==> src/hw/rtl/assert_macros.svh <==
// ----------------------------------------------------------------------------
// assert_macros.svh
// Assertion macros for concurrent checks; they expand to nothing under SYNTH.
// ----------------------------------------------------------------------------
`ifndef ASSERT_MACROS_SVH
`define ASSERT_MACROS_SVH

`ifndef SYNTH
// Same-cycle implication: whenever ante holds, cons must hold too
`define ASSERT_IMPL(lbl, clk, rst_n, ante, cons) \
  lbl: assert property (@(posedge clk) disable iff (!rst_n) (ante) |-> (cons)) \
    else $error("assertion failed");
// Next-cycle implication: whenever ante holds, cons must hold in the following cycle
`define ASSERT_NEXT(lbl, clk, rst_n, ante, cons) \
  lbl: assert property (@(posedge clk) disable iff (!rst_n) (ante) |=> (cons)) \
    else $error("assertion failed");
`else
`define ASSERT_IMPL(lbl, clk, rst_n, ante, cons)
`define ASSERT_NEXT(lbl, clk, rst_n, ante, cons)
`endif

`endif

==> src/hw/rtl/smcr_pkg.sv <==
`timescale 1ns / 1ps
// ----------------------------------------------------------------------------
// smcr_pkg
// Shared widths and constants of the SPI command/response master.
// ----------------------------------------------------------------------------
package smcr_pkg;

  localparam int COMMAND_BITS     = 32;
  localparam int RESPONSE_BITS    = 8;
  localparam int READY_WAIT_LIMIT = 1000;

  localparam int DIV_W  = 16;
  localparam int BIT_W  = $clog2(COMMAND_BITS + 1);
  localparam int WAIT_W = $clog2(READY_WAIT_LIMIT + 1);

  localparam logic [DIV_W-1:0]  DIV_RESET  = DIV_W'(4);
  localparam logic [DIV_W-1:0]  DIV_MIN    = DIV_W'(2);
  localparam logic [BIT_W-1:0]  CMD_END    = BIT_W'(COMMAND_BITS);
  localparam logic [BIT_W-1:0]  RSP_END    = BIT_W'(RESPONSE_BITS);
  localparam logic [WAIT_W-1:0] WAIT_LIMIT = WAIT_W'(READY_WAIT_LIMIT);

endpackage

==> src/hw/rtl/smcr_if.sv <==
`timescale 1ns / 1ps
// ----------------------------------------------------------------------------
// smcr_if
// Valid/ready channels of the SPI master: input tick, result and divider write.
// ----------------------------------------------------------------------------

// Input word: one system clock tick of requests and sampled pins
interface smcr_in_if;
  logic                               valid;
  logic                               ready;
  logic                               start_req;
  logic [smcr_pkg::COMMAND_BITS-1:0]  command;
  logic                               miso;

  modport source (output valid, start_req, command, miso, input ready);
  modport sink   (input valid, start_req, command, miso, output ready);
endinterface

// Result word: pin levels and status for that tick
interface smcr_out_if;
  logic                               valid;
  logic                               ready;
  logic                               select_n;
  logic                               serial_clock;
  logic                               mosi;
  logic                               busy_res;
  logic                               done_res;
  logic [smcr_pkg::RESPONSE_BITS-1:0] response;
  logic                               timeout_error;

  modport source (output valid, select_n, serial_clock, mosi, busy_res, done_res,
                  response, timeout_error, input ready);
  modport sink   (input valid, select_n, serial_clock, mosi, busy_res, done_res,
                  response, timeout_error, output ready);
endinterface

// Configuration word: serial clock divider
interface smcr_cfg_if;
  logic                        valid;
  logic                        ready;
  logic [smcr_pkg::DIV_W-1:0]  clock_divider;

  modport source (output valid, clock_divider, input ready);
  modport sink   (input valid, clock_divider, output ready);
endinterface

==> src/hw/rtl/spi_master_command_response.sv <==
`timescale 1ns / 1ps
// ----------------------------------------------------------------------------
// spi_master_command_response
// SPI mode 0 master: sends a command word, polls for a ready bit, reads back
// a response byte. Every input word is one system clock tick.
// ----------------------------------------------------------------------------
//  channel   dir  payload
//  in_chan   in   start_req, command, miso
//  out_chan  out  select_n, serial_clock, mosi, busy_res, done_res,
//                 response, timeout_error
//  cfg_chan  in   clock_divider (always ready)
//
//  One input word per cycle while in_ready is high; its result word sits in the output
//  register from the next cycle. The single output register sets the pace: in_ready
//  is high whenever the register is empty or being drained.
//  Reset (synchronous, rst_n low) gives idle, divider 4, empty result register.
//  A stall on out_chan stops acceptance; the serial state only moves on accepted words.
// ----------------------------------------------------------------------------
`include "assert_macros.svh"

module spi_master_command_response (
  input  logic         clk,
  input  logic         rst_n,
  smcr_in_if.sink      in_chan,
  smcr_out_if.source   out_chan,
  smcr_cfg_if.sink     cfg_chan
);

  typedef enum logic [2:0] {
    PH_IDLE, PH_TX_LOW, PH_TX_HIGH, PH_WAIT_LOW,
    PH_WAIT_HIGH, PH_RX_HIGH, PH_RX_LOW, PH_DESEL
  } phase_t;

  // serial state
  phase_t                              phase_r, phase_nxt;
  logic [smcr_pkg::DIV_W-1:0]          half_r, half_nxt;
  logic [smcr_pkg::BIT_W-1:0]          bit_r, bit_nxt;
  logic [smcr_pkg::COMMAND_BITS-1:0]   tx_r, tx_nxt;
  logic [smcr_pkg::WAIT_W-1:0]         wait_r, wait_nxt;
  logic [smcr_pkg::RESPONSE_BITS-1:0]  rx_r, rx_nxt;
  logic                                err_r, err_nxt;
  logic [smcr_pkg::DIV_W-1:0]          div_r;

  // result register
  logic                                out_valid_r;
  logic                                sel_r, sel_nxt;
  logic                                sclk_r, sclk_nxt;
  logic                                mosi_r, mosi_nxt;
  logic                                busy_r, busy_nxt;
  logic                                done_r, done_nxt;
  logic [smcr_pkg::RESPONSE_BITS-1:0]  resp_r, resp_nxt;
  logic                                terr_r, terr_nxt;

  logic                                in_acc;
  logic [smcr_pkg::DIV_W-1:0]          div_eff, lo_ticks, hi_ticks, half_dec;
  phase_t                              ph_cur;
  logic [smcr_pkg::BIT_W-1:0]          bit_inc;
  logic [smcr_pkg::WAIT_W-1:0]         wait_inc;

  assign in_chan.ready = !out_valid_r || out_chan.ready;
  assign in_acc        = in_chan.valid && in_chan.ready;
  assign cfg_chan.ready = 1'b1;

  // divider below two runs as two; low half is the floor
  assign div_eff  = (div_r < smcr_pkg::DIV_MIN) ? smcr_pkg::DIV_MIN : div_r;
  assign lo_ticks = div_eff >> 1;
  assign hi_ticks = div_eff - lo_ticks;

  // half-period length of a freshly entered phase
  function automatic logic [smcr_pkg::DIV_W-1:0] half_len(
    input phase_t                     ph,
    input logic [smcr_pkg::DIV_W-1:0] lo,
    input logic [smcr_pkg::DIV_W-1:0] hi,
    input logic [smcr_pkg::DIV_W-1:0] d
  );
    logic [smcr_pkg::DIV_W-1:0] n;
    case (ph)
      PH_TX_LOW, PH_WAIT_LOW, PH_RX_LOW:    n = lo;
      PH_TX_HIGH, PH_WAIT_HIGH, PH_RX_HIGH: n = hi;
      PH_DESEL:                             n = d;
      default:                              n = '0;
    endcase
    return n;
  endfunction

  // one tick of the transaction
  always_comb begin
    phase_nxt = phase_r;
    half_nxt  = half_r;
    bit_nxt   = bit_r;
    tx_nxt    = tx_r;
    wait_nxt  = wait_r;
    rx_nxt    = rx_r;
    err_nxt   = err_r;
    ph_cur    = phase_r;
    sel_nxt   = 1'b1;
    sclk_nxt  = 1'b0;
    mosi_nxt  = 1'b0;
    busy_nxt  = 1'b0;
    done_nxt  = 1'b0;
    resp_nxt  = '0;
    terr_nxt  = 1'b0;
    half_dec  = '0;
    bit_inc   = bit_r + 1'b1;
    wait_inc  = wait_r + 1'b1;

    if (phase_r != PH_IDLE || in_chan.start_req) begin
      // start: capture command and open the first low half
      if (phase_r == PH_IDLE) begin
        tx_nxt   = in_chan.command;
        bit_nxt  = '0;
        wait_nxt = '0;
        rx_nxt   = '0;
        err_nxt  = 1'b0;
        ph_cur   = PH_TX_LOW;
        half_nxt = lo_ticks;
      end
      bit_inc  = bit_nxt + 1'b1;
      wait_inc = wait_nxt + 1'b1;

      // pin levels follow the phase
      sel_nxt  = (ph_cur == PH_DESEL);
      sclk_nxt = ph_cur inside {PH_TX_HIGH, PH_WAIT_HIGH, PH_RX_HIGH};
      mosi_nxt = (ph_cur inside {PH_TX_LOW, PH_TX_HIGH}) &&
                 tx_nxt[smcr_pkg::COMMAND_BITS-1];
      busy_nxt = 1'b1;

      half_dec  = (half_nxt != '0) ? half_nxt - 1'b1 : half_nxt;
      half_nxt  = half_dec;
      phase_nxt = ph_cur;

      // end of a half period
      if (half_dec == '0) begin
        case (ph_cur)
          PH_TX_LOW: phase_nxt = PH_TX_HIGH;
          PH_TX_HIGH: begin
            tx_nxt  = tx_nxt << 1;
            bit_nxt = bit_inc;
            if (bit_inc >= smcr_pkg::CMD_END) begin
              wait_nxt  = '0;
              phase_nxt = PH_WAIT_LOW;
            end else begin
              phase_nxt = PH_TX_LOW;
            end
          end
          PH_WAIT_LOW: begin
            if (in_chan.miso) begin
              bit_nxt   = '0;
              rx_nxt    = '0;
              phase_nxt = PH_RX_HIGH;
            end else begin
              phase_nxt = PH_WAIT_HIGH;
            end
          end
          PH_WAIT_HIGH: begin
            wait_nxt = wait_inc;
            if (wait_inc >= smcr_pkg::WAIT_LIMIT) begin
              // last chance sample on the final high half
              if (in_chan.miso) begin
                bit_nxt   = '0;
                rx_nxt    = '0;
                phase_nxt = PH_RX_HIGH;
              end else begin
                err_nxt   = 1'b1;
                phase_nxt = PH_DESEL;
              end
            end else begin
              phase_nxt = PH_WAIT_LOW;
            end
          end
          PH_RX_HIGH: phase_nxt = PH_RX_LOW;
          PH_RX_LOW: begin
            rx_nxt  = {rx_nxt[smcr_pkg::RESPONSE_BITS-2:0], in_chan.miso};
            bit_nxt = bit_inc;
            if (bit_inc >= smcr_pkg::RSP_END) begin
              err_nxt   = 1'b0;
              phase_nxt = PH_DESEL;
            end else begin
              phase_nxt = PH_RX_HIGH;
            end
          end
          default: begin
            // end of deselect gap: report
            done_nxt  = 1'b1;
            terr_nxt  = err_nxt;
            resp_nxt  = err_nxt ? '0 : rx_nxt;
            phase_nxt = PH_IDLE;
          end
        endcase
        half_nxt = half_len(phase_nxt, lo_ticks, hi_ticks, div_eff);
      end
    end
  end

  // state, divider and result register
  always_ff @(posedge clk) begin
    if (!rst_n) begin
      phase_r     <= PH_IDLE;
      half_r      <= '0;
      bit_r       <= '0;
      tx_r        <= '0;
      wait_r      <= '0;
      rx_r        <= '0;
      err_r       <= 1'b0;
      div_r       <= smcr_pkg::DIV_RESET;
      out_valid_r <= 1'b0;
    end else begin
      if (cfg_chan.valid) begin
        div_r <= cfg_chan.clock_divider;
      end
      if (in_acc) begin
        phase_r     <= phase_nxt;
        half_r      <= half_nxt;
        bit_r       <= bit_nxt;
        tx_r        <= tx_nxt;
        wait_r      <= wait_nxt;
        rx_r        <= rx_nxt;
        err_r       <= err_nxt;
        out_valid_r <= 1'b1;
      end else if (out_chan.ready) begin
        out_valid_r <= 1'b0;
      end
    end
  end

  // result payload, no reset
  always_ff @(posedge clk) begin
    if (in_acc) begin
      sel_r  <= sel_nxt;
      sclk_r <= sclk_nxt;
      mosi_r <= mosi_nxt;
      busy_r <= busy_nxt;
      done_r <= done_nxt;
      resp_r <= resp_nxt;
      terr_r <= terr_nxt;
    end
  end

  assign out_chan.valid         = out_valid_r;
  assign out_chan.select_n      = sel_r;
  assign out_chan.serial_clock  = sclk_r;
  assign out_chan.mosi          = mosi_r;
  assign out_chan.busy_res      = busy_r;
  assign out_chan.done_res      = done_r;
  assign out_chan.response      = resp_r;
  assign out_chan.timeout_error = terr_r;

  // checks
  `ASSERT_NEXT(a_done_goes_idle, clk, rst_n, in_acc && done_nxt, phase_r == PH_IDLE)
  `ASSERT_IMPL(a_done_busy, clk, rst_n, out_valid_r && done_r, busy_r && sel_r && !sclk_r)
  `ASSERT_IMPL(a_timeout_no_resp, clk, rst_n, out_valid_r && terr_r, resp_r == '0 && done_r)
  `ASSERT_IMPL(a_wait_bound, clk, rst_n, 1'b1, wait_r <= smcr_pkg::WAIT_LIMIT)

endmodule
==> src/flat_wrapper.sv <==
// flat-port wrapper written by rule: the top's interface ports become plain ports
module spi_master_command_response_flat 
  (clk, rst_n, in_chan_valid, in_chan_start_req, in_chan_command, in_chan_miso, in_chan_ready, out_chan_valid, out_chan_select_n, out_chan_serial_clock, out_chan_mosi, out_chan_busy_res, out_chan_done_res, out_chan_response, out_chan_timeout_error, out_chan_ready, cfg_chan_valid, cfg_chan_clock_divider, cfg_chan_ready);
  smcr_in_if in_chan_i ();
  smcr_out_if out_chan_i ();
  smcr_cfg_if cfg_chan_i ();
  input  logic clk;
  input  logic rst_n;
  input wire logic [$bits(in_chan_i.valid)-1:0] in_chan_valid;
  input wire logic [$bits(in_chan_i.start_req)-1:0] in_chan_start_req;
  input wire logic [$bits(in_chan_i.command)-1:0] in_chan_command;
  input wire logic [$bits(in_chan_i.miso)-1:0] in_chan_miso;
  output wire logic [$bits(in_chan_i.ready)-1:0] in_chan_ready;
  output wire logic [$bits(out_chan_i.valid)-1:0] out_chan_valid;
  output wire logic [$bits(out_chan_i.select_n)-1:0] out_chan_select_n;
  output wire logic [$bits(out_chan_i.serial_clock)-1:0] out_chan_serial_clock;
  output wire logic [$bits(out_chan_i.mosi)-1:0] out_chan_mosi;
  output wire logic [$bits(out_chan_i.busy_res)-1:0] out_chan_busy_res;
  output wire logic [$bits(out_chan_i.done_res)-1:0] out_chan_done_res;
  output wire logic [$bits(out_chan_i.response)-1:0] out_chan_response;
  output wire logic [$bits(out_chan_i.timeout_error)-1:0] out_chan_timeout_error;
  input wire logic [$bits(out_chan_i.ready)-1:0] out_chan_ready;
  input wire logic [$bits(cfg_chan_i.valid)-1:0] cfg_chan_valid;
  input wire logic [$bits(cfg_chan_i.clock_divider)-1:0] cfg_chan_clock_divider;
  output wire logic [$bits(cfg_chan_i.ready)-1:0] cfg_chan_ready;
  assign in_chan_i.valid = in_chan_valid;
  assign in_chan_i.start_req = in_chan_start_req;
  assign in_chan_i.command = in_chan_command;
  assign in_chan_i.miso = in_chan_miso;
  assign in_chan_ready = in_chan_i.ready;
  assign out_chan_valid = out_chan_i.valid;
  assign out_chan_select_n = out_chan_i.select_n;
  assign out_chan_serial_clock = out_chan_i.serial_clock;
  assign out_chan_mosi = out_chan_i.mosi;
  assign out_chan_busy_res = out_chan_i.busy_res;
  assign out_chan_done_res = out_chan_i.done_res;
  assign out_chan_response = out_chan_i.response;
  assign out_chan_timeout_error = out_chan_i.timeout_error;
  assign out_chan_i.ready = out_chan_ready;
  assign cfg_chan_i.valid = cfg_chan_valid;
  assign cfg_chan_i.clock_divider = cfg_chan_clock_divider;
  assign cfg_chan_ready = cfg_chan_i.ready;
  spi_master_command_response u_core (.clk(clk), .rst_n(rst_n), .in_chan(in_chan_i), .out_chan(out_chan_i), .cfg_chan(cfg_chan_i));
endmodule
==> config.mk <==
export PLATFORM = sky130hd
export DESIGN_NAME = spi_master_command_response_flat
export DESIGN_NICKNAME = d
export VERILOG_FILES = /design/src/hw/rtl/smcr_pkg.sv /design/src/hw/rtl/smcr_if.sv /design/src/hw/rtl/spi_master_command_response.sv /design/src/flat_wrapper.sv
export VERILOG_INCLUDE_DIRS = /design/src /design/src/hw/rtl
export SDC_FILE = /design/constraint.sdc
export NUM_CORES = 1
export LEC_CHECK = 0
export BUFFER_PORTS_ARGS = -buffer_cell sky130_fd_sc_hd__clkbuf_2
export CAP_MARGIN = 15
export CORE_MARGIN = 8
export CORE_UTILIZATION = 60
export DETAILED_ROUTE_END_ITERATION = 6
export PLACE_DENSITY_LB_ADDON = 0.15
export SLEW_MARGIN = 20
export SYNTH_ARGS = -nofsm -noshare
export SYNTH_HDL_FRONTEND = slang
export SYNTH_SLANG_ARGS = --single-unit
==> constraint.sdc <==
create_clock -name clk -period 6.2 [get_ports clk]
set_input_delay 0 -clock clk [delete_from_list [all_inputs] [get_ports clk]]
set_output_delay 0 -clock clk [all_outputs]
set_load 0.01 [all_outputs]
# Word-level counts from Yosys, hierarchy flattened
# Cells that the tools add are included.
[word_totals]
regBits = 107
input_bits = 55
out_inout_bits = 17
elab_cells = 108
[classes]
n_addsub = 4
n_lt_le_gt_ge = 4
n_eq_ne = 14
mux = 48
bitwise = 2
reduce_logical = 20
[ops]
columns = ["op", "n"]
rows = [
  ["32-bit two-way mux", 4],
  ["16-bit two-way mux", 5],
  ["16-bit case mux with 3 select lines", 1],
  ["10-bit two-way mux", 4],
  ["8-bit two-way mux", 4],
  ["6-bit two-way mux", 5],
  ["3-bit == test (second input constant)", 8],
  ["8-bit case mux with 3 select lines", 1],
  ["10-bit case mux with 2 select lines", 1],
  ["3-bit two-way mux", 6],
  ["3-bit case mux with 6 select lines", 1],
  ["6-bit case mux with 3 select lines", 1],
  ["16-bit logical NOT", 1],
  ["16-bit by 2-bit less-than comparator with 1-bit output (second input constant)", 1],
  ["16-bit nonzero test", 1],
  ["16-bit by 1-bit subtractor with 16-bit output (second input constant)", 1],
  ["16-bit by 15-bit subtractor with 16-bit output", 1],
  ["3-bit by 2-bit == test with 1-bit output (second input constant)", 4],
  ["1-bit two-way mux", 11],
  ["10-bit by 1-bit adder with 10-bit output (second input constant)", 1],
  ["10-bit greater-or-equal comparator (second input constant)", 1],
  ["9-bit OR reduction", 1],
  ["8-bit OR reduction", 1],
  ["6-bit by 1-bit adder with 6-bit output (second input constant)", 1],
  ["other kinds (16)", 26],
]

# Logic depth before layout (Yosys ltp)
[depth]
ltp_word = 13
mapped_depth = 19
depth_no_buf = 18

# Worst setup path after synthesis
# OpenSTA, ideal clock, no wires.
[synth_timing]
path_type = "reg-to-reg"
start = "register u_core.phase_r[0]"
end = "register u_core.half_r[15] (netlist bit)"
setup_ps = 92
arrival_time_ps = 4307
slack_ps = 1801
stages_incl_launch_ff = 18
synth_period_minus_slack_ps = 4399
cell_sequence = "dfxtp_1 > or3_4 > buf_6 > buf_2 > buf_2 > buf_1 > clkbuf_1 > and2_1 > ha_1 > or4_1 > a221oi_1 > o21a_1 > nand3_1 > o221ai_1 > clkbuf_1 > nand2_1 > o22a_1 > o32ai_1"
[synth_via]
elab_chain_len = 13
elab_cells_between_ends = 44
classes_between = "add/sub: 3; order compare: 3; eq/ne: 13; mux: 17; reduce/logical: 8"
[synth_lines]
columns = ["element", "line", "text"]
rows = [
  ["from (decl)", "spi_master_command_response.sv:35", "phase_t phase_r, phase_nxt;"],
  ["from (signal assigned)", "spi_master_command_response.sv:212", "phase_r <= phase_nxt;"],
  ["3-bit logical NOT", "spi_master_command_response.sv:109", "if (phase_r == PH_IDLE) begin"],
  ["10-bit two-way mux or 6-bit two-way mux (tied branches)", "spi_master_command_response.sv:109", ""],
  ["10-bit two-way mux or 6-bit two-way mux (tied branches)", "spi_master_command_response.sv:107", "if (phase_r != PH_IDLE || in_chan.start_req) begin"],
  ["10-bit by 1-bit adder with 10-bit output or 6-bit by 1-bit adder with 6-bit output (tied branches)", "spi_master_command_response.sv:119, spi_master_command_response.sv:118", ""],
  ["10-bit greater-or-equal comparator, or another cell as far along", "spi_master_command_response.sv:157", "if (wait_inc >= smcr_pkg::WAIT_LIMIT) begin"],
  ["3-bit two-way mux, or another cell as far along", "spi_master_command_response.sv:157", ""],
  ["3-bit case mux with 6 select lines", "spi_master_command_response.sv:134", "case (ph_cur)"],
  ["3-bit two-way mux", "spi_master_command_response.sv:133", "if (half_dec == '0) begin"],
  ["3-bit two-way mux", "spi_master_command_response.sv:107", ""],
  ["3-bit by 2-bit == test with 1-bit output, or another cell as far along", "spi_master_command_response.sv:77", "case (ph)"],
  ["3-bit OR reduction", "spi_master_command_response.sv:77", ""],
  ["16-bit case mux with 3 select lines", "spi_master_command_response.sv:77", ""],
  ["16-bit two-way mux", "spi_master_command_response.sv:133", ""],
  ["to (signal assigned)", "spi_master_command_response.sv:213", "half_r <= half_nxt;"],
  ["to (decl)", "spi_master_command_response.sv:36", "logic [smcr_pkg::DIV_W-1:0] half_r, half_nxt;"],
]
# Parallel ways exist; a longest one is shown, timed or not. The select of a mux whose other input is x is not followed.
# A chain may end at the register's enable or synchronous reset.

# Final worst setup path
[layout_timing]
start = "register u_core.phase_r[0]"
end = "register u_core.tx_r[24] (netlist bit)"
[layout_via]
elab_chain_len = 7
elab_cells_between_ends = 17
classes_between = "add/sub: 1; eq/ne: 1; mux: 9; reduce/logical: 6"
[layout_lines]
columns = ["element", "line", "text"]
rows = [
  ["3-bit logical NOT", "spi_master_command_response.sv:109", ""],
  ["16-bit two-way mux", "spi_master_command_response.sv:109", ""],
  ["16-bit two-way mux", "spi_master_command_response.sv:107", ""],
  ["16-bit by 1-bit subtractor with 16-bit output or 16-bit nonzero test (tied branches)", "spi_master_command_response.sv:128", "half_dec = (half_nxt != '0) ? half_nxt - 1'b1 : half_nxt;"],
  ["16-bit two-way mux", "spi_master_command_response.sv:128", ""],
  ["16-bit logical NOT", "spi_master_command_response.sv:133", ""],
  ["32-bit two-way mux", "spi_master_command_response.sv:133", ""],
  ["to (signal assigned)", "spi_master_command_response.sv:215", "tx_r <= tx_nxt;"],
  ["to (decl)", "spi_master_command_response.sv:38", "logic [smcr_pkg::COMMAND_BITS-1:0] tx_r, tx_nxt;"],
]
# Parallel ways exist; a longest one is shown, timed or not. The select of a mux whose other input is x is not followed.

==> impl_metrics.ini <==
[place]
place_ws_ps = 1213
place_congestion = 0.9550
hpwl_mm = 14.80
numPortBuffers = 70

[die]
io_pins = 72
die_y_microns = 126.2
core-area_sq_mm = 0.01196
rows = 40
dieArea_sq_mm = 0.01593
start_util_pct = 60.94
die_w_microns = 126.2

[synthesis]
ys.flop_type = dfxtp_1
synth-simple-area-share_pct = 23.53
muxShareOfSynthArea_pct = 3.175
synth-compound-area-share_pct = 28.58
synth_fa_ha_area_share_pct = 3.879
synth_top_family_by_area = compound AO/OA/AOI/OAI gates
ys_seq_elements = 107
synth_common_cells = 98 x nor2_1, 94 x o21ai_0, 93 x dfxtp_1
avgSynthCellArea_sq_um = 7.780
synth.most_common_cell = nor2_1
yosysSeqAreaShare_pct = 31.31
syn-num-nets = 1014
synth-warning-count = 0
synthCells = 937
netlist_area_sq_mm = 0.007289
synth_area_leaders = dfxtp_1 26%, o21ai_0 6.5%, edfxtp_1 5.8%
yosysUniqueCellTypes = 89
netlist.area_leader.share_pct = 25.54
synth_edf_count = 14
synth-xor-area-share_pct = 3.124
async_flop_share_pct = 0
synth_largest_area_cell = dfxtp_1

[setup_path]
start_kind = flip-flop
crit_fanout = 57
cp_slowest_stage_delay_ps = 970
worstRegToRegCells = 12
slowest_stage = and4_2
criticalPathCategory = flip-flop to flip-flop
crit_path_end_kind = flip-flop
r2r_start = u_core.phase_r[0]
cp.required_ps = 6410
cp_cell_sequence = or3_4 > nor2_1 > a21oi_1 > ha_1 > o21a_1 > a21oi_1 > mux2i_1 > a2111oi_2 > and4_2 > o21ai_0 > a31oi_1 > o21ai_0
arrival_ps = 5350
cp-startpoint = u_core.phase_r[0]

[cts]
post_cts_resized = 0
path_clk_slew_ps = 80
cts_setup_buffers = 0
clock-sinks = 107
cts_buffer_depth = 2
cts_buffers = 9
cts-root-buf = clkbuf_16
clk-insertion-delay-late_ps = 360
cts_tree = built
htreeDepth = 3

[finish]
multiInputGateArea_sq_mm = 0.004551
nFillCells = 995
area_growth_pct = 13.06
fin_util_pct = 68.90
seq_area_sq_mm = 0.002282
n_antenna_cell = 0
drive_above_1_share_pct = 12.50
nets = 1064

[power]
finalPower_w = 0.001810
pwr_density_cell_mw_per_mm2 = 219.6
p_leak_nw = 3.233
peakVddDrop_uv = 244.7

[global_routing]
grt_first_pass_wirelength_mm = 35.19
antenna_found_initial = 0
grt_util_all_layers_pct = 26.73
grt_pass1_vias = 7111
gr-total-overflow = 0
grt_max_degree = 58

[timing]
grt_setup_unrepaired = false
worst_slew_pin_slew_ps = 951.9
min_period_ps = 5140
fin_skew_ps = 9.006
slew_viol_final = 0
timing.final.ws_setup_ps = 1060
setup_viol = 0
hold_viol_final = 0
maxSlewHeadroom_pct = 36.54
setup_tns_ps = 0
timing.final.crit_share_pct = 82.91
max_freq_mhz = 194.5
fin_hold_ws_ps = 4.962

[routing]
drc_errors = 0
totalWireLength_mm = 21.82
dr.first_iter.drc_count = 758
num_vias = 7506
vias_per_cell = 6.590
drtAntennaViolNets = 0
dr.pass1.iters = 5
wl_per_cell_microns = 19.16

[outcome]
status = finished, final reports clean

[min_path]
hold_depth = 5
hold_path.class = primary input to flip-flop
hp-start = in_chan_command[17]

[job]
maxCapViolCount = 0
flip-flops by register name (all words and copies together), names as in the netlist:
register and count:
u_core.tx_r 32, u_core.out_chan.response 8, u_core.out_chan.timeout_error 1, u_core.err_r 1, u_core.rx_r 8, u_core.out_chan.valid 1, u_core.phase_r 3, u_core.out_chan.serial_clock 1
u_core.div_r 16, u_core.wait_r 10, u_core.bit_r 6, u_core.out_chan.busy_res 1, u_core.half_r 16, u_core.out_chan.mosi 1, u_core.out_chan.done_res 1, u_core.out_chan.select_n 1
layer usage:
| layer | up-vias | track usage, % | routed length (microns) |
|---|---|---|---|
| li1 | 3569 | - | - |
| met1 | 3551 | 33.97 | 9487 |
| met2 | 345 | 44.23 | 10380 |
| met3 | 41 | 5.823 | 1578 |
| met4 | 0 | 8.280 | 376 |
| met5 | - | 0 | 0 |
metrics by stage:
step / cells / instance area, sq um
2_1_floorplan: 937 / 7289
3_3_place_gp: 1082 / 7532
3_5_place_dp: 1082 / 7532
4_1_cts: 1139 / 8242
5_1_grt: 1139 / 8242
6_report: 1139 / 8242
area by class of cell:
| class | instances | area share (%) |
|---|---|---|
| clock buffer | 9 | 2.733 |
| timing repair buffer | 119 | 9.959 |
| multi-input combinational | 722 | 55.21 |
| inverter | 28 | 1.275 |
| sequential | 107 | 27.69 |
| tap | 147 | 2.232 |
| clock inverter | 7 | 0.8957 |
layout by cell type, fill, tap and decap left out, types with 14 or more instances in the layout:
cell type,synthesis,final
nand3_1,43,43
a21oi_1,59,59
inv_1,27,27
a31oi_1,25,25
edfxtp_1,14,14
nor3_1,20,20
nand2_1,89,89
nor2_1,98,98
dfxtp_1,93,93
a22o_1,16,16
and2_1,14,14
o21ai_0,94,94
mux2i_1,19,19
clkbuf_2,0,70
dlygate4sd3_1,0,41
xnor2_1,18,18
a221oi_1,24,24
ha_1,21,21
path summary, 6_finish.rpt:
path,end,slack [ps]
worst max register to register,u_core.tx_r[24],1060
worst min register to register,u_core.tx_r[0],470
worst min-delay path,u_core.tx_r[17],5
worst max-delay path,u_core.tx_r[24],1060
critical path, delay by kind of cell (launching register included):
kind            cells  cell delay (ps)
simple gates        3             1670
compound gates      7             1900
flops               1              840
mux                 1              190
fa+ha+maj           1              340
repair_timing:
action                                 in CTS  in global routing
endpoints found under the hold margin      41                  0
hold buffers                               41                  0
setup endpoints to repair                   0                  0
report_power, final:
part | internal, W | leakage [nW] | total, W | switching (W)
combinational | 0.000188 | 2.19 | 0.000449 | 0.000260
clock | 0.000287 | 0.147 | 0.000584 | 0.000298
sequential | 0.000735 | 0.898 | 0.000777 | 0.0000418
total | 0.00121 | 3.23 | 0.00181 | 0.000600
cells by family after synthesis:
| logic type | count (synthesis) |
|---|---|
| AND/OR/NAND/NOR | 341 |
| buffers and inverters | 108 |
| XOR/XNOR | 26 |
| adder cells (fa/ha/maj) | 22 |
| AO/OA/AOI/OAI | 310 |
| flip-flops | 107 |
| other | 1 |
| multiplexers | 22 |
Power figures use the tool's default switching activity.
